==> src/rtl/core/skf_pkg.sv <==
// ----------------------------------------------------------------------------
// Sorted k-mer reference filter package
// Shared sizes, the operation codes and the queued item type.
// ----------------------------------------------------------------------------
package skf_pkg;

  localparam int REF_DEPTH   = 4096;
  localparam int KEY_BITS    = 64;
  localparam int TAG_BITS    = 32;
  localparam int ADDR_BITS   = (REF_DEPTH > 1) ? $clog2(REF_DEPTH) : 1;
  localparam int CNT_BITS    = $clog2(REF_DEPTH + 1);
  localparam int QUEUE_DEPTH = 2;
  localparam int QPTR_BITS   = $clog2(QUEUE_DEPTH);
  localparam int QCNT_BITS   = $clog2(QUEUE_DEPTH + 1);

  typedef enum logic [1:0] {
    OP_APPEND = 2'd0,
    OP_QUERY  = 2'd1,
    OP_CLEAR  = 2'd2
  } op_t;

  typedef struct packed {
    op_t                 op;
    logic [KEY_BITS-1:0] key;
    logic                first;
    logic [TAG_BITS-1:0] tag;
  } item_t;

endpackage

==> src/rtl/core/skf_front.sv <==
// ----------------------------------------------------------------------------
// Sorted k-mer reference filter front end
// Accepts input items, decodes the function code and queues known items.
// ----------------------------------------------------------------------------
module skf_front (
  input  logic                         clk,
  input  logic                         rst,
  input  logic                         in_valid,
  output logic                         in_stall,
  input  logic [1:0]                   func,
  input  logic [63:0]                  kmer_key,
  input  logic                         first_of_file,
  input  logic [31:0]                  row_tag,
  output logic                         q_valid,
  output skf_pkg::item_t               q_item,
  input  logic                         q_pop
);

  skf_pkg::item_t                  entries [skf_pkg::QUEUE_DEPTH];
  logic [skf_pkg::QPTR_BITS-1:0]   wr_ptr;
  logic [skf_pkg::QPTR_BITS-1:0]   rd_ptr;
  logic [skf_pkg::QCNT_BITS-1:0]   count;
  logic                            accept;
  logic                            push;
  logic                            pop;
  logic                            known;
  skf_pkg::item_t                  item;

  always_comb begin
    case (func)
      skf_pkg::OP_APPEND: known = 1'b1;
      skf_pkg::OP_QUERY:  known = 1'b1;
      skf_pkg::OP_CLEAR:  known = 1'b1;
      default:            known = 1'b0;
    endcase
  end

  assign in_stall  = (count == skf_pkg::QCNT_BITS'(skf_pkg::QUEUE_DEPTH));
  assign accept    = in_valid && !in_stall;
  assign push      = accept && known;
  assign q_valid   = (count != '0);
  assign pop       = q_pop && q_valid;
  assign q_item    = entries[rd_ptr];

  assign item.op    = skf_pkg::op_t'(func);
  assign item.key   = kmer_key[skf_pkg::KEY_BITS-1:0];
  assign item.first = first_of_file;
  assign item.tag   = row_tag;

  always_ff @(posedge clk) begin
    if (push) begin
      entries[wr_ptr] <= item;
    end
  end

  always_ff @(posedge clk) begin
    if (rst) begin
      wr_ptr <= '0;
      rd_ptr <= '0;
      count  <= '0;
    end else begin
      if (push) begin
        wr_ptr <= wr_ptr + 1'b1;
      end
      if (pop) begin
        rd_ptr <= rd_ptr + 1'b1;
      end
      if (push && !pop) begin
        count <= count + 1'b1;
      end else if (pop && !push) begin
        count <= count - 1'b1;
      end
    end
  end

endmodule

==> config.mk <==
export PLATFORM = sky130hd
export DESIGN_NAME = skf_front
export DESIGN_NICKNAME = d
export VERILOG_FILES = /design/src/rtl/core/skf_pkg.sv /design/src/rtl/core/skf_front.sv
export SDC_FILE = /design/constraint.sdc
export NUM_CORES = 1
export LEC_CHECK = 0
export BUFFER_PORTS_ARGS = -buffer_cell sky130_fd_sc_hd__buf_4
export CAP_MARGIN = 20
export CORE_MARGIN = 10
export CORE_UTILIZATION = 55
export CTS_CLUSTER_SIZE = 40
export DETAILED_ROUTE_END_ITERATION = 8
export PLACE_DENSITY = 0.87
export SYNTH_ARGS = -nofsm -noshare
export SYNTH_HDL_FRONTEND = slang
export SYNTH_SLANG_ARGS = --single-unit
export TNS_END_PERCENT = 30
==> constraint.sdc <==
create_clock -name clk -period 16.06 [get_ports clk]
set_input_delay 0 -clock clk [delete_from_list [all_inputs] [get_ports clk]]
set_output_delay 0 -clock clk [all_outputs]
set_load 0.02 [all_outputs]
==> key figures <==
Route
  • WL per Instance: 21.7 um
  • Via count: around 4300
  • Drt total wl: 18300 um
  • Via-per-instance ratio: just over 5
  • Detailed-router iteration count before antenna repair: 4
  • # DRC: 0
  • Initial detailed-routing violation count: about 260
  • Routed Antenna Nets: 0

Critical path
  • Reg-to-Reg Start: count[0]$_SDFFE_PP0P_
  • Crit path max fanout: 52
  • Arr. time, crit path: 2720 ps
  • CP Data Required Time: 16160 ps
  • Worst r2r path cells: 4
  • Reg-to-reg setup timing slack: around 13000 ps
  • Reg2reg end: entries[1][11]$_DFFE_PP_
  • Setup crit end kind: flip-flop
  • Worst setup SP type: flip-flop
  • Critical path class: reg -> reg

Global route
  • M2 GR Usage: a little over a third
  • Total GRT Usage: 19.1%
  • First-pass GRT wire length: 27200 um
  • Vias in the first global route: about 4800
  • Initial antenna violation count: 1
  • Met3 Usage GRT: just over 6%
  • GR Layer Usage met1: 20.3%
  • Congestion Overflow GR: 0
  • Largest net degree at the start of global routing: 75
  • Most used routing layer: met2

Flow run
  • Max-cap violations: 0

Logic synthesis
  • Top cells by area in the synthesized netlist: edfxtp_1, mux2_2, mux2_4
  • Seq/Total Area, Yosys: about four fifths
  • Yosys warning count: 0
  • Distinct cell type count after synthesis: 18
  • EDFF count, synth: between 150 and 200
  • Synthesized Nets: 437
  • Syn avg cell area: ~22 sq um
  • Ys async rst share: 0%
  • Mapped Area: 0.00741 sq mm
  • Top cell type's share of synthesized area: between 80% and 90%
  • Synth Instances: 333
  • Ys flop type: edfxtp_1
  • #FFs+latches synth: 203
  • Post-synth top area cell: edfxtp_1
  • Most common cell in the synthesized netlist: edfxtp_1
  • Post-synth top cells: edfxtp_1, mux2_2, mux2_4

Finish
  • Area grow syn2layout: 44.9%
  • Fraction of layout cells with a size suffix above 1: 50.5%
  • Storage element area: 0.00605 sq mm
  • Area of the multi-input gates: 0.00131 sq mm
  • Filler cell count: 646
  • Fin nets: 757

STA
  • # setup viols final: 0
  • RSZ-0062 raised after global routing: false
  • Final Worst Setup Slack: 13440 ps
  • Final worst-path cycle share: 16.3%
  • Skew final: 9.99 ps
  • Setup TNS: 0 ps
  • Hold Violations, Final: 0
  • Worst-Margin Slew: 1050 ps
  • F_max: 381 MHz
  • Pins Over Slew Limit: 0
  • Final min period: 2620 ps
  • Rel. slew slack: 29.9%
  • Final hold slack: 245 ps

Pwr
  • Logic pwr share: 31.3%
  • Int Pwr: 1.13 mW
  • Seq pwr share: 42.7%
  • Sw Ratio: between 20% and 30%
  • Total Power: between 1.5 and 2 mW
  • Peak VDD IR: between 0.1 and 0.15 mV
  • LEAKAGE: 4.05 nW
  • Clock Power Share: 26.0%
  • P_sw: around 480 uW
  • Power density over cell area: 150 mW/mm^2

CTS
  • Hold_buf cts: 102
  • Sink Count: about 200
  • Clock transition at path regs: around 60 ps
  • Clock root buffer: clkbuf_16
  • H-tree depth: 1
  • Clock latency at the later pin of the worst-skew pair: 480 ps
  • Post_cts resized: 0
  • CTS tree: done
  • Clock buffer depth: 3
  • Number of setup buffers added after CTS: 0
  • CTS Buf Count: 20

Placement
  • Placer's final routability congestion estimate: roughly 0.74
  • Placement Setup Slack: 13500 ps
  • Dpl hpwl: 10400 um
  • Port Buffers: between 200 and 250

Floorplan
  • Row Count: 42
  • DIE WIDTH: between 100 and 150 um
  • DIE AREA: 0.0185 sq mm
  • Core area: 0.0132 sq mm
  • I/O pin count: 204
  • Die height: 136 um
  • Initial Utilization: around 56%

Worst hold path
  • HP Class: in -> reg
  • Hold Path End: entries[1][38]$_DFFE_PP_
  • Worst Hold Depth: 2
  • Hold path startpoint: kmer_key[5]

Status
  • Outcome: finished clean
[power by group through the flow]
stage          Combinational (mW)  Clock, mW  Sequential [mW]
3_3_place_gp                0.471          0            0.692
2_1_floorplan               0.297          0            0.690
5_1_grt                     0.530      0.449            0.694
3_5_place_dp                0.476          0            0.697
4_1_cts                     0.499      0.424            0.686
6_report                    0.503      0.419            0.688
[sequential cells by signal, summed over array words and instances, names as in the netlist, named ones only]
signal and count:
count 2, entries 198, rd_ptr 1, wr_ptr 1
[worst max path at each step]
stage / start / to / slack [ps] / cells after the start
global placement: count[1]$_SDFFE_PP0P_ / entries[1][13]$_DFFE_PP_ / 13570 / 4
CTS: count[0]$_SDFFE_PP0P_ / entries[1][46]$_DFFE_PP_ / 13470 / 4
finish: count[0]$_SDFFE_PP0P_ / entries[1][11]$_DFFE_PP_ / 13440 / 4
detailed placement: count[0]$_SDFFE_PP0P_ / entries[1][20]$_DFFE_PP_ / 13500 / 4
global route: count[0]$_SDFFE_PP0P_ / entries[1][42]$_DFFE_PP_ / 13290 / 4
floorplan: count[1]$_SDFFE_PP0P_ / entries[0][0]$_DFFE_PP_ / 10290 / 3
[logic make-up (layout without fill, tap and decap cells)]
| logic type | Yosys count | count (layout) | share of synthesized area, % |
|---|---|---|---|
| DFF | 203 | 203 | 81.6 |
| muxes | 100 | 100 | 15.7 |
| buffers and inverters | 12 | 346 | 0.962 |
| and+or+nand+nor | 10 | 10 | 0.743 |
| AOI/OAI and AO/OA | 4 | 4 | 0.473 |
| xor gates and xnor gates | 3 | 3 | 0.354 |
| adders and majority gates | 1 | 1 | 0.169 |
| other | 0 | 1 | 0 |
[area by class of cell]
type,instances,area share [%]
Antenna cell,1,0.0233
Clock buffer,27,5.10
Clock inverter,9,0.349
Inverter,1,0.0349
Multi-Input combinational cell,118,12.2
Sequential cell,203,56.3
Tap cell,176,2.05
Timing Repair Buffer,309,24.0
[layer usage]
metal	routed length, um	vias up
met5	0	-
met3	1490	28
li1	-	1960
met4	320	0
met2	10100	165
met1	6410	2126
[placed cells by master (no fill, tap or decap), drive strengths merged, types with 3 or more instances in the layout]
master	synthesis	final
edfxtp	198	198
dfxtp	5	5
nor2b	3	3
clkbuf	0	27
mux2	100	100
dlygate4sd3	0	102
nor2	4	4
xor2	3	3
buf	11	207
clkinv	0	9
[worst max-delay path: stages (launching register included)]
cell	delay, ps
dfxtp_1	470
nor2b_2	110
a211oi_4	310
and2_4	630
buf_4	680
[through the flow]
step                util, %  cell area [sq um]  std cells
finish                 81.1              10700        844
global placement       69.0               9130        705
global route           81.1              10700        844
detailed placement     69.0               9130        705
CTS                    81.1              10700        843
floorplan                 -               7410        333
Note: power is estimated with default switching activity, not from simulation.
